--- src/hdl/kla_pkg.sv ---
package kla_pkg;

    localparam int ID_W      = 10;
    localparam int STEPS_W   = 16;
    localparam int MAX_NODES = 1 << ID_W;
    localparam int LEVELS    = 10;
    localparam int LVL_W     = $clog2(LEVELS);
    localparam int ADDR_W    = LVL_W + ID_W;
    localparam int DEPTH     = LEVELS * MAX_NODES;

    localparam logic [ID_W-1:0] NODE_COUNT_RST = ID_W'(MAX_NODES - 1);
    localparam logic [ID_W-1:0] LAST_NODE      = ID_W'(MAX_NODES - 1);
    localparam logic [LVL_W-1:0] LAST_LEVEL    = LVL_W'(LEVELS - 1);

    typedef enum logic {
        REQ_LOAD  = 1'b0,
        REQ_QUERY = 1'b1
    } t_req_type;

    typedef struct packed {
        t_req_type             req_type;
        logic [ID_W-1:0]       node;
        logic [ID_W-1:0]       boss;
        logic [STEPS_W-1:0]    steps;
    } t_req;

    typedef struct packed {
        logic                  found;
        logic [ID_W-1:0]       ancestor;
    } t_res;

    typedef struct packed {
        logic                  we;
        logic [ADDR_W-1:0]     waddr;
        logic [ID_W-1:0]       wdata;
        logic [ADDR_W-1:0]     raddr_a;
        logic [ADDR_W-1:0]     raddr_b;
    } t_mem_req;

    typedef struct packed {
        logic [ID_W-1:0]       rdata_a;
        logic [ID_W-1:0]       rdata_b;
    } t_mem_rsp;

    function automatic logic f_valid(input logic [ID_W-1:0] id,
                                     input logic [ID_W-1:0] count);
        return (id != '0) && (id <= count);
    endfunction

endpackage

--- src/hdl/kla_seq.sv ---
module kla_seq
    import kla_pkg::*;
(
    input  logic            i_clk,
    input  logic            i_rst_n,
    input  logic            i_valid,
    output logic            o_ready,
    input  t_req            i_req,
    input  logic            i_cfg_we,
    input  logic [ID_W-1:0] i_node_count,
    output logic            o_res_valid,
    output t_res            o_res,
    input  logic            i_res_ready,
    output t_mem_req        o_mem,
    input  t_mem_rsp        i_mem
);

    typedef enum logic [6:0] {
        S_CLEAR = 7'b0000001,
        S_IDLE  = 7'b0000010,
        S_BUILD = 7'b0000100,
        S_DRAIN = 7'b0001000,
        S_WALK  = 7'b0010000,
        S_LOOK  = 7'b0100000,
        S_DONE  = 7'b1000000
    } t_state;

    t_state             r_state, n_state;
    logic [ID_W-1:0]    r_cnt, n_cnt;
    logic [LVL_W-1:0]   r_lvl, n_lvl;
    logic [ID_W-1:0]    r_cur, n_cur;
    logic [LEVELS-1:0]  r_steps, n_steps;
    logic               r_stale, n_stale;
    logic               r_p1_valid, n_p1_valid;
    logic [ID_W-1:0]    r_p1_v, n_p1_v;
    logic               r_p1_ok, n_p1_ok;
    logic               r_p2_valid, n_p2_valid;
    logic [ID_W-1:0]    r_p2_v, n_p2_v;
    logic               r_p2_ok, n_p2_ok;

    logic [LVL_W-1:0]   w_prev_lvl;
    logic [ID_W-1:0]    w_mid;

    assign w_prev_lvl  = r_lvl - LVL_W'(1);
    assign w_mid       = r_p1_ok ? i_mem.rdata_a : '0;
    assign o_ready     = (r_state == S_IDLE);
    assign o_res_valid = (r_state == S_DONE);
    assign o_res.found    = (r_cur != '0);
    assign o_res.ancestor = r_cur;

    always_comb begin
        n_state    = r_state;
        n_cnt      = r_cnt;
        n_lvl      = r_lvl;
        n_cur      = r_cur;
        n_steps    = r_steps;
        n_stale    = r_stale;
        n_p1_valid = 1'b0;
        n_p1_v     = r_p1_v;
        n_p1_ok    = r_p1_ok;
        n_p2_valid = r_p1_valid;
        n_p2_v     = r_p1_v;
        n_p2_ok    = f_valid(w_mid, i_node_count);

        o_mem         = '0;
        o_mem.raddr_b = {w_prev_lvl, w_mid};
        if (r_p2_valid) begin
            o_mem.we    = 1'b1;
            o_mem.waddr = {r_lvl, r_p2_v};
            o_mem.wdata = r_p2_ok ? i_mem.rdata_b : '0;
        end

        case (r_state)
            S_CLEAR: begin
                o_mem.we    = 1'b1;
                o_mem.waddr = {{LVL_W{1'b0}}, r_cnt};
                o_mem.wdata = '0;
                n_cnt       = r_cnt + 1'b1;
                if (r_cnt == LAST_NODE) begin
                    n_state = S_IDLE;
                end
            end
            S_IDLE: begin
                if (i_valid) begin
                    if (i_req.req_type == REQ_LOAD) begin
                        if (f_valid(i_req.node, i_node_count)) begin
                            o_mem.we    = 1'b1;
                            o_mem.waddr = {{LVL_W{1'b0}}, i_req.node};
                            o_mem.wdata = i_req.boss;
                            n_stale     = 1'b1;
                        end
                    end else begin
                        n_cur   = (f_valid(i_req.node, i_node_count) &&
                                   (i_req.steps[STEPS_W-1:LEVELS] == '0)) ?
                                  i_req.node : '0;
                        n_steps = i_req.steps[LEVELS-1:0];
                        n_cnt   = '0;
                        if (r_stale) begin
                            n_lvl   = LVL_W'(1);
                            n_state = S_BUILD;
                        end else begin
                            n_lvl   = '0;
                            n_state = S_WALK;
                        end
                    end
                end
            end
            S_BUILD: begin
                o_mem.raddr_a = {w_prev_lvl, r_cnt};
                n_p1_valid    = 1'b1;
                n_p1_v        = r_cnt;
                n_p1_ok       = f_valid(r_cnt, i_node_count);
                n_cnt         = r_cnt + 1'b1;
                if (r_cnt == LAST_NODE) begin
                    n_state = S_DRAIN;
                end
            end
            S_DRAIN: begin
                if (!r_p1_valid && !r_p2_valid) begin
                    if (r_lvl == LAST_LEVEL) begin
                        n_stale = 1'b0;
                        n_lvl   = '0;
                        n_state = S_WALK;
                    end else begin
                        n_lvl   = r_lvl + LVL_W'(1);
                        n_cnt   = '0;
                        n_state = S_BUILD;
                    end
                end
            end
            S_WALK: begin
                if ((r_cur == '0) || (r_steps == '0)) begin
                    n_state = S_DONE;
                end else if (r_steps[0]) begin
                    o_mem.raddr_a = {r_lvl, r_cur};
                    n_state       = S_LOOK;
                end else begin
                    n_steps = r_steps >> 1;
                    n_lvl   = r_lvl + LVL_W'(1);
                end
            end
            S_LOOK: begin
                n_cur   = f_valid(i_mem.rdata_a, i_node_count) ? i_mem.rdata_a : '0;
                n_steps = r_steps >> 1;
                n_lvl   = r_lvl + LVL_W'(1);
                n_state = S_WALK;
            end
            S_DONE: begin
                if (i_res_ready) begin
                    n_state = S_IDLE;
                end
            end
            default: begin
                n_state = S_IDLE;
            end
        endcase

        if (i_cfg_we) begin
            n_stale = 1'b1;
        end
    end

    always_ff @(posedge i_clk) begin
        if (!i_rst_n) begin
            r_state    <= S_CLEAR;
            r_cnt      <= '0;
            r_stale    <= 1'b1;
            r_p1_valid <= 1'b0;
            r_p2_valid <= 1'b0;
        end else begin
            r_state    <= n_state;
            r_cnt      <= n_cnt;
            r_stale    <= n_stale;
            r_p1_valid <= n_p1_valid;
            r_p2_valid <= n_p2_valid;
        end
    end

    always_ff @(posedge i_clk) begin
        r_lvl   <= n_lvl;
        r_cur   <= n_cur;
        r_steps <= n_steps;
        r_p1_v  <= n_p1_v;
        r_p1_ok <= n_p1_ok;
        r_p2_v  <= n_p2_v;
        r_p2_ok <= n_p2_ok;
    end

    a_walk_no_write: assert property (@(posedge i_clk) disable iff (!i_rst_n)
        (r_state == S_WALK || r_state == S_LOOK) |-> !o_mem.we)
        else $error("table written during walk");

    a_stale_clear: assert property (@(posedge i_clk) disable iff (!i_rst_n)
        $fell(r_stale) |-> $past(r_state == S_DRAIN))
        else $error("table marked fresh outside rebuild");

    a_build_write: assert property (@(posedge i_clk) disable iff (!i_rst_n)
        r_p2_valid |-> (o_mem.we && (r_lvl != '0)))
        else $error("rebuild write lost or aimed at level zero");

endmodule
--- config.mk ---
export PLATFORM = sky130hd
export DESIGN_NAME = kla_seq
export DESIGN_NICKNAME = d
export VERILOG_FILES = /design/src/hdl/kla_pkg.sv /design/src/hdl/kla_seq.sv
export SDC_FILE = /design/constraint.sdc
export NUM_CORES = 1
export LEC_CHECK = 0
export ABC_AREA = 1
export CORE_ASPECT_RATIO = 1.4
export CORE_MARGIN = 2
export CORE_UTILIZATION = 68
export DETAILED_ROUTE_END_ITERATION = 16
export DONT_BUFFER_PORTS = 1
export GPL_ROUTABILITY_DRIVEN = 0
export PLACE_DENSITY = 0.84
export SLEW_MARGIN = 25
export SYNTH_ARGS = -nofsm -noshare
export SYNTH_HDL_FRONTEND = slang
export SYNTH_SLANG_ARGS = --single-unit
export TNS_END_PERCENT = 50
--- constraint.sdc ---
create_clock -name i_clk -period 3.5 [get_ports i_clk]
set_clock_uncertainty 0.1 [all_clocks]
set_input_delay 0.175 -clock i_clk [delete_from_list [all_inputs] [get_ports i_clk]]
set_output_delay 0.175 -clock i_clk [all_outputs]
set_load 0.02 [all_outputs]
==> Word level (Yosys, flattened, before mapping) <==
Index checks and enable logic that the tools add are counted.
{ "totals": {"output_inout_bits": 66, "inputBits": 72, "ff_bits": 66, "wordCells": 125} }
{ "classes": {"order_cmp": 4, "n_reduce_logical": 31, "n_eq_ne": 22, "bitwise_logic": 1, "n_addsub": 3, "mux": 51} }
{ "op_table": {"columns": ["op", "n"], "rows": [
  ["two-way mux 10 bit", 14],
  ["two-way mux 25 bit", 4],
  ["case mux 10 bit (3 select lines)", 2],
  ["two-way mux 7 bit", 8],
  ["case mux 25 bit (2 select lines)", 1],
  ["nonzero test 10 bit", 5],
  ["case mux 7 bit (7 select lines)", 1],
  ["<= comparator 10 bit", 4],
  ["two-way mux 14 bit", 2],
  ["case mux 14 bit (2 select lines)", 1],
  ["two-way mux 4 bit", 6],
  ["zero test 10 bit", 2],
  ["case mux 10 bit (2 select lines)", 1],
  ["!= test 2 bit (second input constant)", 9],
  ["case mux 4 bit (4 select lines)", 1],
  ["AND reduction 6 bit", 2],
  ["adder 10 x 1 -> 10 bit (second input constant)", 1],
  ["equality test 10 bit (second input constant)", 1],
  ["two-way mux 5 bit", 2],
  ["AND reduction 5 bit", 2],
  ["equality test 7 x 1 -> 1 bit (second input constant)", 1],
  ["equality test 7 x 2 -> 1 bit (second input constant)", 1],
  ["equality test 7 x 3 -> 1 bit (second input constant)", 1],
  ["equality test 7 x 4 -> 1 bit (second input constant)", 1],
  ["22 further kinds", 39]
]} }

==> Depth between registers and ports, before layout <==
Gate-level depths: netlist of the first run.
{ "depth": {"ltp_word": 7, "ltp_mapped": 15, "depth_no_buf": 14} }

==> Worst setup path before layout of the first run <==
Ideal clock, no wire load.
{ "synth_path": {"kind": "register to register", "from": "register r_cur[5]", "to": "register r_steps[1], enable pin", "n_path_buf": 0, "t_required_ps": 3013, "slack_ps": 1195, "arrival_ps": 1818, "path_stages_with_launch": 9, "period_less_slack_ps": 2305, "setup_ps": 387, "path_cell_list": "edfxtp_1 -> inv_1 -> nand4_1 -> nor2_1 -> nand3_1 -> nand2_1 -> nand2_1 -> o21ai_0 -> nor3_1"} }
{ "synth_between": {"elab_chain_len": 4} }
{ "synth_rtl": {"columns": ["element", "line", "rtl"], "rows": [
  ["from (decl)", "kla_seq.sv:31", "logic [ID_W-1:0] r_cur, n_cur;"],
  ["from (signal assigned)", "kla_seq.sv:181", "r_cur <= n_cur;"],
  ["zero test 10 bit", "kla_seq.sv:132", "if ((r_cur == '0) || (r_steps == '0)) begin"],
  ["logical OR 1 bit", "kla_seq.sv:132", null],
  ["!= test 2 bit (no source line)", null, null],
  ["AND reduction 5 bit (no source line)", null, null],
  ["to (signal assigned)", "kla_seq.sv:182", "r_steps <= n_steps;"],
  ["to (decl)", "kla_seq.sv:32", "logic [LEVELS-1:0] r_steps, n_steps;"]
]} }
Every way passes these cells.
A chain may end at the register's enable or synchronous reset.

==> results of run 1 <==
[logic make-up (layout without fill, tap and decap cells)]
group / Yosys count / count (layout) / share of synthesized area
and+or+nand+nor: 336 / 336 / 0.3210
xor gates and xnor gates: 12 / 12 / 0.02212
adders and majority gates: 45 / 45 / 0.1185
AOI/OAI and AO/OA: 70 / 70 / 0.08241
buffers and inverters: 126 / 159 / 0.1043
DFF: 66 / 66 / 0.3518
[area by class of cell]
cell class              count  area [µm²]
inverters                 110       414.1
clock inverters             4       20.02
repair buffers             33       325.3
well taps                  95       118.9
fillers                   517        1577
multi-input cells         463        2585
clock buffers              12       135.1
flip-flops and latches     66        1672
[flip-flops by register name, indices dropped and copies added, names as in the netlist]
register,cells
n_p2_v,10
n_p2_valid,1
r_cnt,10
r_cur,10
r_lvl,4
r_p1_ok,1
r_p2_ok,1
r_p2_v,10
r_p2_valid,1
r_stale,1
r_state,7
r_steps,10
[power by group]
| group | switching [mW] | internal [mW] | total, mW |
|---|---|---|---|
| Sequential | 0.0881 | 0.916 | 1.00 |
| Combinational | 0.621 | 0.225 | 0.847 |
| Clock | 0.282 | 0.253 | 0.534 |
[synthesized netlist by cell type, types with 2 or more instances]
| master | n | area share |
|---|---|---|
| clkbuf_1 | 8 | 0.0063 |
| dfxtp_1 | 31 | 0.13 |
| edfxtp_1 | 35 | 0.22 |
| nand2_1 | 172 | 0.14 |
| nor2_2 | 4 | 0.0053 |
| nor3_1 | 12 | 0.013 |
| ha_1 | 45 | 0.12 |
| o2111ai_1 | 2 | 0.0037 |
| nor4_1 | 8 | 0.011 |
| a21oi_1 | 31 | 0.033 |
| nand3_1 | 70 | 0.074 |
| o22ai_1 | 10 | 0.013 |
| nor3_4 | 2 | 0.0068 |
| o21ai_0 | 19 | 0.020 |
| inv_1 | 103 | 0.081 |
| nand4_1 | 22 | 0.029 |
| buf_4 | 2 | 0.0032 |
| clkinv_1 | 3 | 0.0024 |
| o211ai_1 | 3 | 0.0047 |
| buf_2 | 5 | 0.0053 |
| nor2_1 | 36 | 0.028 |
| nand2_4 | 3 | 0.0071 |
| inv_2 | 3 | 0.0024 |
| xor2_1 | 11 | 0.020 |
[cells in the final DEF (no fill, tap or decap), types with 10 or more instances in the layout]
cell type and count:
edfxtp_1 35, xor2_1 11, nor3_1 12, nand4_1 22
o22ai_1 10, ha_1 45, o21ai_0 19, inv_1 103
nand3_1 70, dfxtp_1 31, nor2_1 36, nand2_1 172
dlygate4sd3_1 31, a21oi_1 31
[per-layer routing]
metal  share of wire  vias to the layer above
met1            0.33                     2163
met5               0                        -
met3           0.085                       83
met4           0.072                        0
met2            0.51                      310
li1                -                     2232
[repair_timing]
| action | 4_1_cts | 5_1_grt |
|---|---|---|
| endpoints found under the hold margin | 24 | 0 |
| gates resized for setup | 0 | 0 |
| hold buffers | 31 | 0 |
[worst paths after layout]
check | end | slack, ps | depth (start not counted)
worst max-delay path | o_mem[49] | 630 | 9
worst max register to register | r_lvl[3] | 730 | 9
worst min-delay path | r_state[1] | 20 | 3
worst min register to register | r_p2_v[3] | 240 | 0
[critical path: stages (launching register included)]
cell	delay, ps
dfxtp_1	350
nor2_2	200
inv_2	70
nor3_4	180
nand2_4	130
clkinv_2	180
nand2_1	100
nand2_1	490
inv_1	180
nor2_1	350
==> results.yml, run 1 <==
clock_network:
  clkTransAtPathRegs_ps: 70
  ctsLongestPathBuffers: 2
  post_cts_buffers: 0
  clockRootBuffer: "clkbuf_8"
  cts.sinks: 66
  cts_made_buffers: 9
  cts_tree: "done"
  htree_levels: 3
  clk_latency_ps: 350
pwr:
  fin_total_pwr_mw: 2.385
  p_leak_nw: 2.610
  power.density_mw_per_mm2: 452.5
  peakVddDrop_mv: 0.2413
die:
  ioPinCount: 138
  start_util: 0.6941
  core_region_area_mm2: 0.006847
  die-area_mm2: 0.007682
  die_h_um: 102.9
  dieWidth_um: 74.65
  rows: 36
placed_design:
  dpl.cell_count: 736
  port-buffer-count: 0
  dp_slack_ps: 830.8
  placed_cell_area_mm2: 0.004805
  place_hpwl_mm: 10.59
yosys:
  synth_edf_count: 35
  ys_ff_latch: 66
  synth_area_mm2: 0.004752
  synth-async-reset-ratio: 0
  synthFlopType: "edfxtp_1"
  synth_cell_types: 39
  netlist_instances: 655
  yosysWarnings: 0
  postSynthAreaPerCell_um2: 7.255
  syn_nets: 772
  ys_seq_area_frac: 0.3518
min_path:
  min_path_type: "input port to register"
  hold_start: "i_req[36]"
timing:
  period_share: 0.8202
  fin_tns_setup_ps: 0
  worst_slack_ps: 629.4
  slew_headroom: 0.4917
  hold_violations: 0
  drv_slew: 0
  whs_ps: 17.50
  finalSetupViolations: 0
  rsz0062_at_grt: "false"
  post-route-min-period_ps: 2871
  fmax_mhz: 348.4
  tightestPinTransition_ps: 756.7
status:
  outcome: "complete, no violations"
setup_path:
  crit_required_ps: 3220
  worstSetupEndpointType: "output pin"
  path_class: "register to output pin"
  arrival_ps: 2600
  worstPathMaxFanout: 21
  cp-startpoint: "r_state[2]"
  r2r-start: "r_state[2]"
  critPathLaunchType: "register"
grt:
  grt_use_met2: 0.6426
  antenna_found_initial: 0
  grt_remaining_overflow: 0
  grt_busiest_layer: "met2"
  grt_first_pass_wirelength_mm: 21.23
  grtUsageMet3: 0.09189
  track_usage: 0.3718
  grt_pass1_vias: 4499
  grt.met1_usage: 0.3778
  grt_max_degree: 22
detailed_routing:
  via_per_inst: 6.115
  wire_per_inst_um: 18.04
  drcViolationCount: 0
  dr.pass1.iters: 6
  drt_wl_total_mm: 14.12
  via_count: 4788
  drtIter0Drc: 429
  antenna_left: 0
final_layout:
  design_area_mm2: 0.005270
  syn2layout_area_growth_pct: 10.90
  final_util: 0.7697
  final_cells: 783
  antenna-diode-count: 0
  final_nets: 800
  drive_gt1_frac: 0.04506
flow_run:
  max_cap_viol_count: 0
(Power assumes the default switching activity.)
==> run 2, diff against run 1 <==
- ABC_AREA: 1 -> 0
- CORE_UTILIZATION: 68 -> 58
- PLACE_DENSITY: 0.84 -> 0.76
- clock period: 3.5 -> 2.5 ns (I/O delays scaled with it)
==> run 2 against run 1 <==
The run now ends with negative setup slack left. Register-to-register slack lost 510 ps. Cell count shrank 14%. Critical path depth is the same. Sequential power grew 20%. Die area grew 9.8%. Clock power grew 80%. Worst hold slack lost 7.6 ps. Setup slack lost 730 ps. Sequential cell count is the same. Synthesized cell count shrank 27%. Clock-buffer cell count shrank 3. Critical endpoint is now o_mem[40]. Highest routed layer unchanged.
==> results.yml, run 2 <==
status:
  outcome: "finished with violations"
  failed_checks: "negative setup slack"
yosys:
  synthFlopType: "edfxtp_1"
  yosysTopAreaCell: "edfxtp_1"
  synth_common_cells: "nand2_1, ha_1, nor2_1"
  synthSimpleGateAreaFrac: 0.2278
  synth_area_mm2: 0.004472
  postSynthAreaPerCell_um2: 9.336
  ys_ff_latch: 66
  netlist_instances: 479
  synth_top_area_share: 0.2350
  muxShareOfSynthArea: 0.002518
  ys_seq_area_frac: 0.3738
  synth_compound_area_frac: 0.2057
  synth-async-reset-ratio: 0
  syn_nets: 596
  synth_xor_area_frac: 0.02546
  yosysMostFrequentCell: "nand2_1"
  synth_cell_types: 60
  synth_edf_count: 35
  synthAdderAreaFrac: 0.1259
  synth_top_family_by_area: "simple AND/OR/NAND/NOR gates"
  yosysWarnings: 0
  yosys-top-cells-area: "edfxtp_1, dfxtp_1, ha_1, a22o_1, nand2_1"
clock_network:
  cts_tree: "done"
  ctsLongestPathBuffers: 2
  clk_latency_ps: 360
  cts.sinks: 66
  clkTransAtPathRegs_ps: 80
  htree_levels: 3
  clockRootBuffer: "clkbuf_8"
  cts_made_buffers: 9
timing:
  fin_tns_setup_ps: -484.6
  whs_ps: 9.866
  fmax_mhz: 384.7
  hold_violations: 0
  finalSetupViolations: 18
  rsz0062_at_grt: "true"
  worst_slack_ps: -99.67
  post-route-min-period_ps: 2600
  drv_slew: 0
  slew_headroom: 0.4633
  tightestPinTransition_ps: 796.6
  period_share: 1.040
min_path:
  whs_path_depth: 2
  min_path_type: "input port to register"
  hold_end: "r_steps[0]"
  hold_start: "i_valid"
final_layout:
  drive_gt1_frac: 0.2401
  layout_common_cells: "buf_4, nand2_1, nor2_1, ha_1, dlygate4sd3_1"
  final_nets: 691
  design_area_mm2: 0.005894
  final_cells: 676
  syn2layout_area_growth_pct: 31.81
  layout_commonest_cell: "buf_4"
  final_util: 0.7958
  antenna-diode-count: 0
die:
  die_h_um: 107.9
  start_util: 0.6037
  dieWidth_um: 78.21
  rows: 37
  core_region_area_mm2: 0.007407
  die-area_mm2: 0.008438
  ioPinCount: 138
grt:
  antenna_found_initial: 0
  grt_pass1_vias: 4488
  grt_remaining_overflow: 0
  grt_first_pass_wirelength_mm: 23.42
  track_usage: 0.3665
  grt_max_degree: 22
setup_path:
  critPathLaunchType: "input port"
  crit_required_ps: 2280
  slowest_stage: "or4_4"
  worstSetupEndpointType: "output pin"
  worstPathMaxFanout: 5
  r2r-start: "r_state[0]"
  reg2reg_depth: 5
  cp_slowest_stage_delay_ps: 570
  ff2ff_setup_slack_ps: 220
  path_class: "input port to output pin"
  crit_path_cell_trace: "inv_2 > ha_4 > and4_4 > o211a_1 > or4_4 > a2111oi_4 > buf_4 > and4b_1 > a221o_1"
  arrival_ps: 2370
  r2r-end: "r_steps[4]"
detailed_routing:
  dr.pass1.iters: 5
  drcViolationCount: 0
  wire_per_inst_um: 23.75
  via_per_inst: 6.876
  drt_wl_total_mm: 16.06
  via_count: 4648
  antenna_left: 0
  drtIter0Drc: 422
placed_design:
  dpl.cell_count: 617
  port-buffer-count: 0
  placed_cell_area_mm2: 0.005037
  dp_slack_ps: -146.8
  place_hpwl_mm: 10.58
flow_run:
  max_cap_viol_count: 0
pwr:
  power.density_mw_per_mm2: 476.0
  fin_total_pwr_mw: 2.805
  peakVddDrop_mv: 0.7012
  p_leak_nw: 2.450
-- run 2: cell count changes in the layout (fill, tap and decap cells not counted), moves of 20 or more --
cell,change
inv_1,-87
nand3_1,-58
buf_4,+61
a22o_1,+20
nand2_1,-126
-- run 2: worst max-delay path, delay by kind of cell --
family | cells | cell delay, ps
AO/OA/AOI/OAI | 3 | 820
adder cells (fa/ha/maj) | 1 | 200
buffers and inverters | 2 | 260
AND/OR/NAND/NOR | 3 | 970
-- run 2: cell families after synthesis --
| group | after synthesis |
|---|---|
| and+or+nand+nor | 188 |
| AOI/OAI and AO/OA | 123 |
| DFF | 66 |
| adders and majority gates | 45 |
| buffers and inverters | 43 |
| xor gates and xnor gates | 13 |
| muxes | 1 |
-- run 2: area by class of cell --
type	instances	area [µm²]
Clock inverter	7	82.58
Clock buffer	9	123.9
Tap cell	97	121.4
Timing Repair Buffer	101	878.3
Multi-Input combinational cell	370	2870
Fill cell	476	1513
Inverter	26	146.4
Sequential cell	66	1672
-- run 2: worst max path at each step --
stage	depth (start not counted)	slack (ps)	from	to
2_1_floorplan	9	3	i_node_count[3]	o_mem[40]
3_3_place_gp	9	-50	i_node_count[7]	o_mem[52]
3_5_place_dp	9	-150	i_node_count[7]	o_mem[52]
4_1_cts	9	-50	i_node_count[9]	o_mem[40]
5_1_grt	9	-140	i_node_count[2]	o_mem[40]
6_report	9	-100	i_node_count[2]	o_mem[40]
-- run 2: power breakdown --
group	internal, mW	leakage [nW]	switching, mW	total, mW
sequential	1.17	0.588	0.0364	1.20
clock	0.478	0.105	0.486	0.963
combinational	0.274	1.76	0.366	0.640
total	1.92	2.45	0.888	2.81
-- run 2: what timing repair did --
action | 4_1_cts | 5_1_grt
hold endpoints to repair | 31 | 0
hold buffers | 36 | 0
gates resized for setup | 34 | 26
cloned | 0 | 1
pin swaps | 13 | 13
endpoints found under the setup margin | 33 | 35
setup buffers | 4 | 2
-- run 2: per-layer routing --
layer | track usage | share of wire | vias up
met5 | 0 | 0 | -
met4 | 0.2907 | 0.087 | 0
met3 | 0.07550 | 0.086 | 119
met2 | 0.6170 | 0.49 | 353
met1 | 0.3964 | 0.34 | 2168
li1 | - | - | 2008
==> run 3, diff against run 2 <==
- CORE_UTILIZATION: 58 -> 64
- PLACE_DENSITY: 0.76 -> 0.8
- clock period: 2.5 -> 2.7 ns (I/O delays scaled with it)
==> run 3 against run 2 <==
The flow now finishes without violations. First-iteration DRC count fell by 4.3%. Die area fell by 9.0%. Sequential share of layout area rose by 1.3 points. Global-route usage rose by 0.94 points. Sequential cell count did not move. Critical path depth rose by 1. Non-clock buffer count fell by 3.
==> results.yml, run 3 (synthesized netlist as in run 2, its figures left out) <==
pwr:
  peakVddDrop_mv: 0.4299
  power.density_mw_per_mm2: 453.8
  fin_total_pwr_mw: 2.559
  p_leak_nw: 2.422
die:
  die-area_mm2: 0.007681
  start_util: 0.6531
  core_region_area_mm2: 0.006847
  dieWidth_um: 74.65
  rows: 36
  die_h_um: 102.9
  ioPinCount: 138
setup_path:
  crit_required_ps: 2470
  cp_slowest_stage_delay_ps: 520
  arrival_ps: 2430
  crit_path_cell_trace: "inv_1 > ha_4 > o21ai_0 > nor2_1 > or4_4 > a2111oi_4 > buf_2 > nand4b_1 > o211ai_1 > buf_4"
  worstPathMaxFanout: 5
  critPathLaunchType: "input port"
  path_class: "input port to output pin"
  worstSetupEndpointType: "output pin"
  slowest_stage: "or4_4"
min_path:
  min_path_type: "input port to register"
timing:
  drv_slew: 0
  whs_ps: 28.94
  slew_headroom: 0.4376
  period_share: 0.9853
  worst_slack_ps: 39.81
  tightestPinTransition_ps: 834.7
  fmax_mhz: 375.9
  hold_violations: 0
  fin_tns_setup_ps: 0
  post-route-min-period_ps: 2660
  finalSetupViolations: 0
flow_run:
  max_cap_viol_count: 0
final_layout:
  final_nets: 688
  final_util: 0.8236
  multi_input_comb_area_mm2: 0.002704
  num-fill-cells: 404
  drive_gt1_frac: 0.1701
  layout_common_cells: "buf_4, nand2_1, ha_1"
  seqCellArea_mm2: 0.001672
  antenna-diode-count: 0
  syn2layout_area_growth_pct: 26.11
  layout_commonest_cell: "buf_4"
clock_network:
  cts_tree: "done"
  ctsLongestPathBuffers: 2
  clkTransAtPathRegs_ps: 80
  cts_made_buffers: 9
  clockRootBuffer: "clkbuf_8"
  cts.sinks: 66
  htree_levels: 3
  clk_latency_ps: 350
grt:
  grt_remaining_overflow: 0
  antenna_found_initial: 0
  track_usage: 0.3759
  grt_max_degree: 22
  grt_pass1_vias: 4389
  grt_first_pass_wirelength_mm: 21.54
detailed_routing:
  antenna_left: 0
  drcViolationCount: 0
  highest_layer: "met4"
  drt-met1-wl_mm: 5.011
  via_per_inst: 6.754
  wire_per_inst_um: 22.23
  drt_wl_total_mm: 14.92
  dr.pass1.iters: 5
  via_count: 4532
  detailroute.wirelength.met2_mm: 7.217
  met3_length_mm: 1.427
  drtIter0Drc: 404
placed_design:
  place_hpwl_mm: 10.04
  port-buffer-count: 0
  dp_slack_ps: 4.119
status:
  outcome: "complete, no violations"
## run 3: final cells by class
type	instances	share of cell area
Multi-Input combinational cell	370	0.4795
Clock inverter	6	0.01243
Sequential cell	66	0.2964
Tap cell	95	0.02108
Clock buffer	10	0.02640
Timing Repair Buffer	98	0.1469
Inverter	26	0.01731
## run 3: worst max-delay path: cells and delay by family
kind	cells	cell delay (ps)
fa+ha+maj	1	210
buf+inv	3	550
simple gates	3	760
compound gates	3	770
## run 3: path summary, 6_finish.rpt
| kind | slack [ps] | to | cells past startpoint | start |
|---|---|---|---|---|
| max | 40 | o_mem[38] | 10 | i_node_count[4] |
| min | 30 | r_cnt[1] | 3 | i_rst_n |
| max reg2reg | 250 | r_lvl[2] | 6 | r_steps[0] |
| min reg2reg | 240 | r_p2_v[3] | 0 | n_p2_v[3] |
## run 3: where the power goes
group / total (mW) / switching, mW / internal (mW)
combinational: 0.551 / 0.325 / 0.226
sequential: 1.11 / 0.0338 / 1.08
clock: 0.895 / 0.405 / 0.490
total: 2.56 / 0.764 / 1.80
## run 3: what timing repair did
action / in CTS / in global routing
gates resized for setup: 1 / 12
hold endpoints to repair: 30 / 0
gates cloned: 0 / 1
pin swaps: 0 / 4
buffers inserted: 0 / 0
hold buffers: 35 / 0
setup endpoints to repair: 1 / 24
## run 3: stage by stage
step	std cells	area [µm²]
floorplan	479	4472
global placement	619	4980
detailed placement	619	4985
CTS	670	5558
global route	671	5639
finish	671	5639
## run 3: per-layer routing
layer / track usage / vias up
met5: 0 / -
met4: 0.2692 / 0
met3: 0.07331 / 128
met2: 0.6140 / 350
met1: 0.4330 / 2056
li1: - / 1998
